<file path="src/sv/dkee_pkg.sv">
// shared types and constants for the keypad entry editor
// no dependencies; used by dkee_step and decimal_keypad_entry_editor
`timescale 1ns / 1ps

package dkee_pkg;

  // key event codes
  typedef enum logic [2:0] {
    REQ_DIGIT  = 3'd0,
    REQ_POINT  = 3'd1,
    REQ_SIGN   = 3'd2,
    REQ_EXP    = 3'd3,
    REQ_BACK   = 3'd4,
    REQ_ENTER  = 3'd5,
    REQ_COMMIT = 3'd6,
    REQ_DROP   = 3'd7
  } req_t;

  // requests to the stack side on x
  typedef enum logic [1:0] {
    XA_NONE   = 2'd0,
    XA_NEGATE = 2'd1,
    XA_CLEAR  = 2'd2
  } xact_t;

  localparam int unsigned REQ_W   = 3;
  localparam int unsigned COUNT_W = 4;          // width of digit_count and point_pos fields
  localparam int unsigned IN_W    = 8;          // s_tdata width
  localparam int unsigned CTL_BITS = 6;         // flag bits packed into m_tdata besides fields
  localparam logic [3:0]  DIGIT_MAX = 4'd9;

  // editor flags kept between events
  typedef struct packed {
    logic started;
    logic after_enter;
    logic neg;
    logic in_exp;
    logic exp_neg;
  } flags_t;

  // stack-side requests of one result
  typedef struct packed {
    logic  push_zero;
    logic  clear_error;
    xact_t x_action;
    logic  commit_valid;
  } ctl_t;

  // flag part of the entry snapshot
  typedef struct packed {
    logic entry_active;
    logic mant_negative;
    logic exp_mode;
    logic exp_negative;
  } snap_t;

endpackage

</file>
<file path="src/sv/dkee_step.sv">
// per-key editing logic: next entry state, stack requests and snapshot
// depends on dkee_pkg
`timescale 1ns / 1ps

module dkee_step #(
  parameter int unsigned MANT_DIGITS = 10,
  parameter int unsigned EXP_DIGITS  = 3,
  localparam int unsigned CW = $clog2(MANT_DIGITS + 1),
  localparam int unsigned MW = 4 * MANT_DIGITS,
  localparam int unsigned EW = 4 * EXP_DIGITS
) (
  input  dkee_pkg::req_t   req,
  input  logic [3:0]       digit_in,
  input  logic             err,
  input  dkee_pkg::flags_t flags_q,
  input  logic [MW-1:0]    mant_q,
  input  logic [CW-1:0]    count_q,
  input  logic [CW-1:0]    point_q,
  input  logic [EW-1:0]    exp_q,
  output dkee_pkg::flags_t flags_d,
  output logic [MW-1:0]    mant_d,
  output logic [CW-1:0]    count_d,
  output logic [CW-1:0]    point_d,
  output logic [EW-1:0]    exp_d,
  output dkee_pkg::ctl_t   ctl,
  output dkee_pkg::snap_t  snap,
  output logic [MW-1:0]    snap_mant,
  output logic [CW-1:0]    snap_count,
  output logic [CW-1:0]    snap_point,
  output logic [EW-1:0]    snap_exp
);

  logic [3:0] d;
  logic       opens;
  logic       leading_zero;
  logic       lone_zero;

  assign d = (digit_in > dkee_pkg::DIGIT_MAX) ? dkee_pkg::DIGIT_MAX : digit_in;
  assign opens = !flags_q.started &&
                 (req inside {dkee_pkg::REQ_DIGIT, dkee_pkg::REQ_POINT, dkee_pkg::REQ_EXP});
  assign leading_zero = (d == 4'd0) && (point_q == '0) && (count_q == '0);
  assign lone_zero = (count_q == CW'(1)) && (mant_q[3:0] == 4'd0);

  always_comb begin
    flags_d = flags_q;
    mant_d  = mant_q;
    count_d = count_q;
    point_d = point_q;
    exp_d   = exp_q;
    ctl     = '0;
    ctl.x_action = dkee_pkg::XA_NONE;

    // first key of an entry
    if (opens) begin
      ctl.push_zero       = !flags_q.after_enter && !err;
      ctl.clear_error     = 1'b1;
      flags_d.started     = 1'b1;
      flags_d.after_enter = 1'b0;
    end

    case (req)
      dkee_pkg::REQ_DIGIT: begin
        if (!flags_q.in_exp) begin
          if (count_q < CW'(MANT_DIGITS) && !leading_zero) begin
            for (int i = 0; i < MANT_DIGITS; i++) begin
              if (CW'(i) == count_q) begin
                mant_d[4*i +: 4] = d;
              end
            end
            count_d = count_q + 1'b1;
          end
        end else begin
          exp_d = (exp_q << 4) | EW'(d);
        end
      end
      dkee_pkg::REQ_POINT: begin
        if (!flags_q.in_exp && point_q == '0) begin
          if (count_q == '0) begin
            mant_d[3:0] = 4'd0;
            count_d     = CW'(1);
            point_d     = CW'(1);
          end else begin
            point_d = count_q;
          end
        end
      end
      dkee_pkg::REQ_SIGN: begin
        if (flags_q.started) begin
          if (!flags_q.in_exp) begin
            flags_d.neg = !flags_q.neg;
          end else begin
            flags_d.exp_neg = !flags_q.exp_neg;
          end
        end else if (!err) begin
          ctl.x_action = dkee_pkg::XA_NEGATE;
        end
      end
      dkee_pkg::REQ_EXP: begin
        // empty or lone zero mantissa turns into a one
        if (count_q == '0 || lone_zero) begin
          mant_d[3:0] = 4'd1;
          count_d     = CW'(1);
        end
        flags_d.in_exp = 1'b1;
      end
      dkee_pkg::REQ_BACK: begin
        if (flags_q.started) begin
          if (!flags_q.in_exp) begin
            if (count_q != '0) begin
              if (point_q != '0 && point_q >= count_q) begin
                point_d = '0;
              end else begin
                count_d = count_q - 1'b1;
                if (count_q == CW'(1)) begin
                  flags_d.neg = 1'b0;
                end
              end
            end else begin
              flags_d.neg = 1'b0;
            end
          end else if (exp_q == '0) begin
            flags_d.in_exp = 1'b0;
          end else begin
            exp_d = exp_q >> 4;
            if ((exp_q >> 4) == '0) begin
              flags_d.exp_neg = 1'b0;
            end
          end
        end else begin
          ctl.clear_error = 1'b1;
          ctl.x_action    = dkee_pkg::XA_CLEAR;
        end
      end
      dkee_pkg::REQ_ENTER, dkee_pkg::REQ_COMMIT: begin
        if (flags_q.started) begin
          ctl.commit_valid = 1'b1;
          flags_d = '0;
          mant_d  = '0;
          count_d = '0;
          point_d = '0;
          exp_d   = '0;
        end
        if (!err) begin
          flags_d.after_enter = (req == dkee_pkg::REQ_ENTER);
        end
      end
      default: begin
        // drop or clear
        ctl.clear_error = 1'b1;
        flags_d = '0;
        mant_d  = '0;
        count_d = '0;
        point_d = '0;
        exp_d   = '0;
      end
    endcase
  end

  // snapshot: entry before a commit, otherwise entry after the key
  always_comb begin
    if (ctl.commit_valid) begin
      snap.entry_active  = 1'b0;
      snap.mant_negative = flags_q.neg;
      snap.exp_mode      = flags_q.in_exp;
      snap.exp_negative  = flags_q.exp_neg;
      snap_count         = count_q;
      snap_point         = point_q;
      snap_exp           = exp_q;
      for (int i = 0; i < MANT_DIGITS; i++) begin
        snap_mant[4*i +: 4] = (CW'(i) < count_q) ? mant_q[4*i +: 4] : 4'd0;
      end
    end else begin
      snap.entry_active  = flags_d.started;
      snap.mant_negative = flags_d.neg;
      snap.exp_mode      = flags_d.in_exp;
      snap.exp_negative  = flags_d.exp_neg;
      snap_count         = count_d;
      snap_point         = point_d;
      snap_exp           = exp_d;
      for (int i = 0; i < MANT_DIGITS; i++) begin
        snap_mant[4*i +: 4] = (CW'(i) < count_d) ? mant_d[4*i +: 4] : 4'd0;
      end
    end
  end

endmodule

</file>
<file path="src/sv/decimal_keypad_entry_editor.sv">
// top level of the keypad number-entry editor: input register, editing logic, result register
// depends on dkee_pkg and dkee_step
// a key passes the input register, then the result register, which offers its result
// throughput: one key transaction per cycle unless a held result stalls intake; entry state
//   moves as the key leaves the input register, so consecutive keys see each other's edits
// reset: synchronous active-high rst empties both registers and clears the entry state
`timescale 1ns / 1ps

module decimal_keypad_entry_editor #(
  parameter int unsigned MANT_DIGITS = 10,
  parameter int unsigned EXP_DIGITS  = 3,
  localparam int unsigned MW       = 4 * MANT_DIGITS,
  localparam int unsigned EW       = 4 * EXP_DIGITS,
  localparam int unsigned OUT_BITS = dkee_pkg::CTL_BITS + MW + 2 * dkee_pkg::COUNT_W + 1 + EW + 1,
  localparam int unsigned OUT_W    = ((OUT_BITS + 7) / 8) * 8
) (
  input  logic                       clk,
  input  logic                       rst,
  // key transactions
  input  logic                       s_tvalid,
  output logic                       s_tready,
  input  logic [dkee_pkg::IN_W-1:0]  s_tdata,  // digit[3:0], error_pending[4], zero pad
  input  logic [dkee_pkg::REQ_W-1:0] s_tuser,  // req_type
  // result transactions
  output logic                       m_tvalid,
  input  logic                       m_tready,
  output logic [OUT_W-1:0]           m_tdata,  // push_zero, clear_error, x_action[2],
                                               // entry_active, mant_negative, mant_digits,
                                               // digit_count[4], point_pos[4], exp_mode,
                                               // exp_digits, exp_negative, zero pad
  output logic                       m_tuser   // commit_valid
);

  localparam int unsigned CW = $clog2(MANT_DIGITS + 1);

  // input register
  logic             in_valid;
  dkee_pkg::req_t   in_req;
  logic [3:0]       in_digit;
  logic             in_err;

  // entry state
  dkee_pkg::flags_t flags;
  logic [MW-1:0]    mant;
  logic [CW-1:0]    count;
  logic [CW-1:0]    point;
  logic [EW-1:0]    expo;

  // next state from the editing logic
  dkee_pkg::flags_t flags_next;
  logic [MW-1:0]    mant_next;
  logic [CW-1:0]    count_next;
  logic [CW-1:0]    point_next;
  logic [EW-1:0]    expo_next;

  // result of the key in the input register
  dkee_pkg::ctl_t   ctl;
  dkee_pkg::snap_t  snap;
  logic [MW-1:0]    snap_mant;
  logic [CW-1:0]    snap_count;
  logic [CW-1:0]    snap_point;
  logic [EW-1:0]    snap_exp;

  // result register
  logic             out_valid;
  dkee_pkg::ctl_t   out_ctl;
  dkee_pkg::snap_t  out_snap;
  logic [MW-1:0]    out_mant;
  logic [CW-1:0]    out_count;
  logic [CW-1:0]    out_point;
  logic [EW-1:0]    out_exp;

  logic advance;  // result register can take a new result
  logic fire;     // key in the input register is processed this cycle

  assign advance  = !out_valid || m_tready;
  assign fire     = in_valid && advance;
  // input register refills as it drains; a held result stalls intake once it is full
  assign s_tready = !in_valid || advance;

  always_ff @(posedge clk) begin
    if (rst) begin
      in_valid <= 1'b0;
    end else if (s_tready) begin
      in_valid <= s_tvalid;
    end
    if (s_tvalid && s_tready) begin
      in_req   <= dkee_pkg::req_t'(s_tuser);
      in_digit <= s_tdata[3:0];
      in_err   <= s_tdata[4];
    end
  end

  dkee_step #(
    .MANT_DIGITS (MANT_DIGITS),
    .EXP_DIGITS  (EXP_DIGITS)
  ) u_step (
    .req        (in_req),
    .digit_in   (in_digit),
    .err        (in_err),
    .flags_q    (flags),
    .mant_q     (mant),
    .count_q    (count),
    .point_q    (point),
    .exp_q      (expo),
    .flags_d    (flags_next),
    .mant_d     (mant_next),
    .count_d    (count_next),
    .point_d    (point_next),
    .exp_d      (expo_next),
    .ctl        (ctl),
    .snap       (snap),
    .snap_mant  (snap_mant),
    .snap_count (snap_count),
    .snap_point (snap_point),
    .snap_exp   (snap_exp)
  );

  // entry state moves once per processed key
  always_ff @(posedge clk) begin
    if (rst) begin
      flags <= '0;
      mant  <= '0;
      count <= '0;
      point <= '0;
      expo  <= '0;
    end else if (fire) begin
      flags <= flags_next;
      mant  <= mant_next;
      count <= count_next;
      point <= point_next;
      expo  <= expo_next;
    end
  end

  // result register
  always_ff @(posedge clk) begin
    if (rst) begin
      out_valid <= 1'b0;
    end else if (advance) begin
      out_valid <= in_valid;
    end
    if (fire) begin
      out_ctl   <= ctl;
      out_snap  <= snap;
      out_mant  <= snap_mant;
      out_count <= snap_count;
      out_point <= snap_point;
      out_exp   <= snap_exp;
    end
  end

  assign m_tvalid = out_valid;
  assign m_tuser  = out_ctl.commit_valid;
  assign m_tdata  = OUT_W'({out_snap.exp_negative,
                            out_exp,
                            out_snap.exp_mode,
                            dkee_pkg::COUNT_W'(out_point),
                            dkee_pkg::COUNT_W'(out_count),
                            out_mant,
                            out_snap.mant_negative,
                            out_snap.entry_active,
                            out_ctl.x_action,
                            out_ctl.clear_error,
                            out_ctl.push_zero});

  // a processed key always lands in the result register
  a_fire_lands: assert property (@(posedge clk) disable iff (rst)
    fire |=> out_valid)
    else $error("processed key did not produce a result");

  // a commit leaves no entry behind
  a_commit_clears: assert property (@(posedge clk) disable iff (rst)
    (fire && ctl.commit_valid) |=> (!flags.started && count == '0 && point == '0))
    else $error("entry state not cleared after commit");

  // point never sits past the stored digits
  a_point_in_range: assert property (@(posedge clk) disable iff (rst)
    fire |=> (point <= count && count <= CW'(MANT_DIGITS)))
    else $error("point or digit count out of range");

endmodule
</file>
<file path="config.mk">
export PLATFORM = sky130hd
export DESIGN_NAME = decimal_keypad_entry_editor
export DESIGN_NICKNAME = d
export VERILOG_FILES = /design/src/sv/dkee_pkg.sv /design/src/sv/dkee_step.sv /design/src/sv/decimal_keypad_entry_editor.sv
export SDC_FILE = /design/constraint.sdc
export NUM_CORES = 1
export LEC_CHECK = 0
export BUFFER_PORTS_ARGS = -buffer_cell sky130_fd_sc_hd__buf_2
export CORE_MARGIN = 2
export CORE_UTILIZATION = 53
export DETAILED_ROUTE_END_ITERATION = 16
export GPL_TIMING_DRIVEN = 0
export PLACE_DENSITY = 0.85
export SLEW_MARGIN = 25
export SYNTH_ARGS = -nofsm -noshare
export SYNTH_HDL_FRONTEND = slang
export SYNTH_SLANG_ARGS = --single-unit
</file>
<file path="constraint.sdc">
create_clock -name clk -period 4.2 [get_ports clk]
set_input_delay 1.05 -clock clk [delete_from_list [all_inputs] [get_ports clk]]
set_output_delay 1.05 -clock clk [all_outputs]
set_load 0.02 [all_outputs]
</file>
==> summary.txt, run 1 <==
Critical path
  – Crit path cell chain: buf_6 > inv_1 > ha_1 > or3b_2 > nor3_1 > a221oi_1 > o21ai_0 > and3_1 > nand3_1 > a22o_1 > a32o_1
  – CP max-delay cell: and3_1
  – Setup crit end kind: register
  – WP data arrival: 4.18 ns
  – CP Depth: 11
  – Worst Reg-to-Reg Cells: 11
  – Buf/Inv on CP: 2
  – Delay-heaviest family, CP: simple AND/OR/NAND/NOR gates
  – Critical Path RT: 4.38 ns
  – Setup crit start kind: register
  – CP Max Fanout: 10
  – Worst path max stage delay: 0.56 ns
  – Crit path kind: reg -> reg

Hold path
  – Hold WC Path Type: reg -> reg
  – WHS Path Cells: 2

Logic synthesis
  – Main synth FF type: edfxtp_1
  – Post-synth cell types: 70
  – Post-Synthesis Cells: 753
  – Yosys reg bits: 144
  – EDFF count, synth: 77
  – Mapped Area: 7080 um2
  – Ys async rst share: 0%
  – Post-synthesis sequential area ratio: 51.6%
  – Synthesized area per cell: 9.40 um2
  – Warnings, synthesis: 0

STA
  – Post-layout min period: 3.99 ns
  – Achievable Freq: 0.250 GHz
  – Setup slack after layout: 0.206 ns
  – Clock skew: 0.0119 ns
  – Post-route setup TNS: 0 ns
  – RSZ-0062 raised after global routing: false
  – Fin. Hold Viols: 0
  – Fin crit share: 95.1%
  – Fin. max-slew vios: 0
  – Final setup fails: 0
  – Worst-Margin Slew: 0.978 ns
  – Slew headroom: 34.2%

Clocking
  – Maximum clock path buffer count: 2
  – Worst skew pair latency: 0.44 ns
  – Root Buffer: clkbuf_16
  – CTS clk-pin slew, worst paths: 0.06 ns
  – CTS tree: built
  – Sink Count: 144
  – Htree depth: 4
  – TritonCTS Buffers: 17

Power and ir drop
  – Power, Total: 3.45 mW
  – Clock network power share: 41.8%
  – Switching Share: 27.6%
  – Cell internal pwr: 2.50 mW
  – PwrDens: 414 nW/um2
  – Switch Pwr: 953 uW
  – Peak supply drop: 0.239 mV
  – Leak: 3.08 nW
  – Comb pwr share: 13.0%
  – Sequential Power Share: 45.2%

Floorplanning
  – Die X: 120 um
  – Die ar.: 14300 um2
  – Core area: 13100 um2
  – Initial core utilization: 53.9%
  – Core Rows: 42
  – Die H: 120 um
  – Ports: 90

Route
  – Via density per instance: 6.24
  – DR pass1 iterations: 9
  – DRC viols: 0
  – Metal2 WL: 9390 um
  – Routed wl met3: 2030 um
  – Highest routed layer: met4
  – Routed length per instance: 19.8 um
  – Via count: 6524
  – Final ANT Viol Nets: 0
  – Routed WL: 20700 um
  – Metal-1 WL: 8460 um
  – Iter 0 DRT Violations: 1048

Place
  – Gpl congestion: 1.01
  – Hpwl dp: 14100 um
  – Port buffer count: 81
  – Dpl cells: 1015
  – Pre-CTS WS: -0.0857 ns

Run status
  – Status: complete, no violations

Layout
  – Layout cells sized above 1: 17.7%
  – Diode count: 0
  – Final Non-Filler Cells: 1046
  – Nets: 880
  – Area Overhead vs Synth: 17.8%
  – Final Core Density: 63.5%

Global route
  – GRT Total Usage: 29.2%
  – Global-route wire length before repair: 31900 um
  – Largest net degree at the start of global routing: 43
  – Vias in the first global route: 5936
  – Remaining Overflow, GRT: 0
  – Initial antenna violation count: 0

Job
  – Number of max-cap violations: 0
layout by cell type, fill, tap and decap left out, drive strengths merged, types with 4 or more instances in the layout:
cell type and n:
edfxtp 77, inv 22, a22oi 33, buf 95, nor3 11, clkinv 4
nand2 83, nand3 7, dfxtp 67, ha 8, conb 4, nor2b 9
clkbuf 63, a32o 8, clkinvlp 4, and2 9, a32oi 4, a31oi 4
a21o 6, o22ai 10, nand2b 6, a222oi 9, a211oi 25, o221ai 5
o2bb2ai 6, nor4 8, nor2 109, a22o 17, o21ai 44, or2 4
and3 11, a21oi 58
cell type report:
type / instances / area [um2]
fill: 1082 / 4800
sequential: 144 / 3650
multi-input combinational: 537 / 3150
clock buffer: 18 / 439
timing repair buffer: 84 / 438
buffer: 56 / 244
tap: 176 / 220
clock inverter: 14 / 130
inverter: 17 / 63.8
through the flow:
stage | area, um2 | hold WS (ns)
final | 8340 | 0.484
after global routing | 8340 | 0.504
after CTS | 8340 | 0.481
after detailed placement | 7740 | 0.471
after global placement | 7720 | 0.458
after floorplan | 7090 | 0.449
power by group through the flow:
| stage | sequential, mW | clock, mW | combinational [mW] |
|---|---|---|---|
| floorplan | 1.62 | 0 | 0.258 |
| global placement | 1.59 | 0 | 0.420 |
| detailed placement | 1.59 | 0 | 0.426 |
| CTS | 1.56 | 1.45 | 0.434 |
| global route | 1.57 | 1.52 | 0.481 |
| finish | 1.56 | 1.44 | 0.449 |
what timing repair did:
| action | in CTS | in global routing |
|---|---|---|
| setup endpoints to repair | 14 | 25 |
| hold buffers | 0 | 0 |
| pin swaps | 1 | 0 |
| buffers inserted | 1 | 0 |
| gates resized for setup | 2 | 5 |
final timing paths:
path	from	endpoint	slack, ns
setup / recovery	count[1]$_SDFFE_PP0P_	out_mant[6]$_DFFE_PP_	0.21
hold reg to reg	flags[3]$_SDFFE_PP0P_	flags[3]$_SDFFE_PP0P_	0.48
setup reg to reg	count[1]$_SDFFE_PP0P_	out_mant[6]$_DFFE_PP_	0.21
hold / removal	flags[3]$_SDFFE_PP0P_	flags[3]$_SDFFE_PP0P_	0.48
layer usage:
layer	GRT usage [%]	up-vias
met5	0	-
met2	44.8	405
li1	-	3006
met1	38.7	3036
met4	13.7	0
met3	7.65	77
cell families (layout without fill, tap and decap cells):
group           after synthesis  count (layout)  share of synthesized area, %
flops                       144             144                          51.6
simple gates                272             272                          17.8
other cells                   1               4                        0.0530
buf+inv                      75             189                          4.37
compound gates              250             250                          24.4
mux                           3               3                         0.442
fa+ha+maj                     8               8                          1.41
sequential cells by signal, indices dropped and copies added, names as in the netlist, 3 cells and up:
register	count
count	4
expo	12
flags	5
in_digit	4
in_req	3
m_tdata	8
mant	40
out_count	4
out_exp	12
out_mant	40
out_point	4
point	4
synth_stat cells, drive strengths merged (9+ instances only):
master / instances / area, um2
nand2: 83 / 312
buf: 12 / 71.3
nor2: 109 / 409
clkbuf: 46 / 174
and3: 11 / 72.6
nor3: 11 / 55.1
edfxtp: 77 / 2310
a22o: 17 / 150
and2: 9 / 60.1
a211oi: 25 / 193
o21ai: 44 / 220
a22oi: 33 / 248
a21oi: 58 / 290
inv: 17 / 63.8
dfxtp: 67 / 1340
nor2b: 9 / 56.3
a222oi: 9 / 90.1
o22ai: 10 / 62.6
worst register-to-register path: stages, from the launching register on:
cell	delay, ns
dfxtp_1	0.34
buf_6	0.16
inv_1	0.23
ha_1	0.40
or3b_2	0.53
nor3_1	0.31
a221oi_1	0.18
o21ai_0	0.24
and3_1	0.56
nand3_1	0.28
a22o_1	0.30
a32o_1	0.22
Power figures use the tool's default switching activity.
==> run 2: changes to the inputs <==
--- a/config.mk
+++ b/config.mk
@@ -11,6 +11,7 @@
 export DETAILED_ROUTE_END_ITERATION = 16
 export GPL_TIMING_DRIVEN = 0
 export PLACE_DENSITY = 0.85
+export RECOVER_POWER = 100
 export SLEW_MARGIN = 25
 export SYNTH_ARGS = -nofsm -noshare
 export SYNTH_HDL_FRONTEND = slang
==> run 2 against run 1 <==
Sequential cell count is the same. Combinational power shrank 3%. Via count shrank 0.78%. Clock power is essentially flat. First-iteration DRC count shrank 7.3%. Maximum frequency shrank 0.22%. Worst hold slack gained 0.0023 ns. Design area shrank 1.5%. Worst setup slack lost 0.0089 ns. Sequential power is essentially flat. Cell count is essentially flat.
==> summary.txt, run 2 (synthesis results as in run 1) <==
Run status
  – Status: complete, no violations (unchanged)

Critical path
  – WP data arrival: 4.06 ns (was 4.18 ns)
  – CP Max Fanout: 42 (was 10)
  – CP most frequent cell: clkbuf_1
  – Worst path max stage delay: 0.79 ns (was 0.56 ns)
  – Crit path cell chain: buf_2 > nor2b_1 > nand2b_1 > clkbuf_1 > inv_1 > clkbuf_1 > clkbuf_2 > clkbuf_4 (was buf_6 > inv_1 > ha_1 > or3b_2 > nor3_1 > a221oi_1 > o21ai_0 > and3_1 > nand3_1 > a22o_1 > a32o_1)
  – Delay-heaviest family, CP: buffers and inverters (was simple AND/OR/NAND/NOR gates)
  – Setup crit end kind: register (unchanged)
  – Critical Path RT: 4.26 ns (was 4.38 ns)
  – Setup crit start kind: primary input (was register)
  – Crit path kind: in -> reg (was reg -> reg)
  – Buf/Inv on CP: 6 (was 2)
  – CP max-delay cell: clkbuf_2 (was and3_1)

Route
  – DR pass1 iterations: 6 (was 9)
  – Routed length per instance: 19.8 um (about the same)
  – Via density per instance: 6.18 (was 6.24)
  – DRC viols: 0 (unchanged)
  – Final ANT Viol Nets: 0 (unchanged)
  – Routed WL: 20800 um (was 20700 um)
  – Iter 0 DRT Violations: 972 (was 1048)
  – Via count: 6473 (was 6524)

Place
  – Port buffer count: 81 (unchanged)
  – Hpwl dp: 14100 um (unchanged)
  – Gpl congestion: 1.01 (unchanged)

STA
  – Fin. Hold Viols: 0 (unchanged)
  – Slew headroom: 14.1% (was 34.2%)
  – Worst-Margin Slew: 1.28 ns (was 0.978 ns)
  – Achievable Freq: 0.250 GHz (about the same)
  – Fin crit share: 95.3% (was 95.1%)
  – Clock skew: 0.00984 ns (was 0.0119 ns)
  – Fin. max-slew vios: 0 (unchanged)
  – RSZ-0062 raised after global routing: false (unchanged)
  – Final setup fails: 0 (unchanged)
  – Post-layout min period: 4.00 ns (was 3.99 ns)
  – Hold slack: 0.486 ns (was 0.484 ns)

Hold path
  – Hold WC Path Type: reg -> reg (unchanged)

Layout
  – Layout cells sized above 1: 8.85% (was 17.7%)
  – Top Registers: mant: 40 flops, out_mant: 40 flops (unchanged)
  – Commonest non-fill, non-tap cell in the layout: clkbuf_1 (was nor2_1)
  – Area Overhead vs Synth: 16.1% (was 17.8%)
  – FILL cells: 1138 (was 1082)
  – Most frequent cells in the layout: clkbuf_1, nor2_1, nand2_1 (was nor2_1, buf_2, nand2_1)
  – Nets: 880 (unchanged)
  – Final Core Density: 62.5% (was 63.5%)

Global route
  – Vias in the first global route: 5936 (unchanged)
  – GRT Total Usage: 29.2% (unchanged)
  – Initial antenna violation count: 0 (unchanged)
  – Global-route wire length before repair: 31900 um (unchanged)
  – Remaining Overflow, GRT: 0 (unchanged)
  – Largest net degree at the start of global routing: 43 (unchanged)

Floorplanning
  – Ports: 90 (unchanged)
  – Die ar.: 14300 um2 (unchanged)
  – Core Rows: 42 (unchanged)
  – Die X: 120 um (unchanged)
  – Initial core utilization: 53.9% (unchanged)
  – Die H: 120 um (unchanged)
  – Core area: 13100 um2 (unchanged)

Clocking
  – CTS clk-pin slew, worst paths: 0.06 ns (about the same)
  – CTS tree: built (unchanged)
  – TritonCTS Buffers: 17 (unchanged)
  – Worst skew pair latency: 0.43 ns (was 0.44 ns)
  – Sink Count: 144 (unchanged)
  – Hold-fix buffers, CTS: 0 (unchanged)
  – Root Buffer: clkbuf_16 (unchanged)
  – Htree depth: 4 (unchanged)
  – Maximum clock path buffer count: 2 (unchanged)

Power and ir drop
  – Power, Total: 3.44 mW (was 3.45 mW)
  – Leak: 2.85 nW (was 3.08 nW)
  – PwrDens: 418 nW/um2 (was 414 nW/um2)
  – Peak supply drop: 0.234 mV (was 0.239 mV)

Job
  – Number of max-cap violations: 0 (unchanged)
[run 2: path summary, 6_finish.rpt]
check	slack (ns)	cells past startpoint	start	endpoint
setup / recovery	0.20	8	m_tready	out_mant[16]$_DFFE_PP_
hold / removal	0.49	2	flags[3]$_SDFFE_PP0P_	flags[3]$_SDFFE_PP0P_
setup reg to reg	0.23	12	count[2]$_SDFFE_PP0P_	out_mant[3]$_DFFE_PP_
hold reg to reg	0.49	2	flags[3]$_SDFFE_PP0P_	flags[3]$_SDFFE_PP0P_
[run 2: area by class of cell]
cell class / instances / area [um2] / area share (%)
Tap cell: 176 / 220 / 2.68
Sequential cell: 144 / 3650 / 44.5
Multi-Input combinational cell: 537 / 3130 / 38.1
Buffer: 56 / 240 / 2.92
Antenna cell: 1 / 2.50 / 0.0305
Clock inverter: 14 / 130 / 1.58
Clock buffer: 18 / 439 / 5.34
Inverter: 17 / 63.8 / 0.777
Timing Repair Buffer: 84 / 333 / 4.05
[run 2: where the power goes]
part | total (mW) | switching (mW) | internal [mW]
clock network | 1.44 | 0.602 | 0.836
logic | 0.436 | 0.315 | 0.120
registers | 1.56 | 0.0294 | 1.53
total | 3.44 | 0.947 | 2.49
[run 2: repair_timing]
item,4_1_cts,5_1_grt
resized for setup,2,5
setup endpoints to repair,14,25
pin swaps,1,0
buffers inserted,1,0
[run 2: worst reg2reg max path, stage by stage, from the launching register on]
cell and delay [ns]:
dfxtp_1 0.51, clkbuf_1 0.41, inv_1 0.23, ha_1 0.33, o211ai_1 0.07, o21ai_1 0.37, a2111o_1 0.29, o21ai_0 0.10
a222oi_1 0.39, clkbuf_1 0.29, nand4_1 0.25, a21o_1 0.26, a32o_1 0.23
[run 2: metrics by stage]
stage | cell area [um2] | setup TNS (ns) | cells | setup slack [ns]
6_report | 8220 | 0 | 1047 | 0.197
5_1_grt | 8210 | 0 | 1046 | 0.0417
4_1_cts | 8340 | 0 | 1047 | 0.0381
3_5_place_dp | 7740 | -0.579 | 1015 | -0.0857
3_3_place_gp | 7720 | -24.72 | 1013 | -0.709
2_1_floorplan | 7090 | 0 | 756 | 0.666
[run 2: layer usage]
layer	part of all wire, %	wire (um)	global-route usage, %	vias to the layer above
li1	-	-	-	3010
met1	41	8570	38.7	2977
met2	45	9420	44.8	418
met3	9.8	2040	7.65	68
met4	3.6	740	13.7	0
met5	0	0	0	-
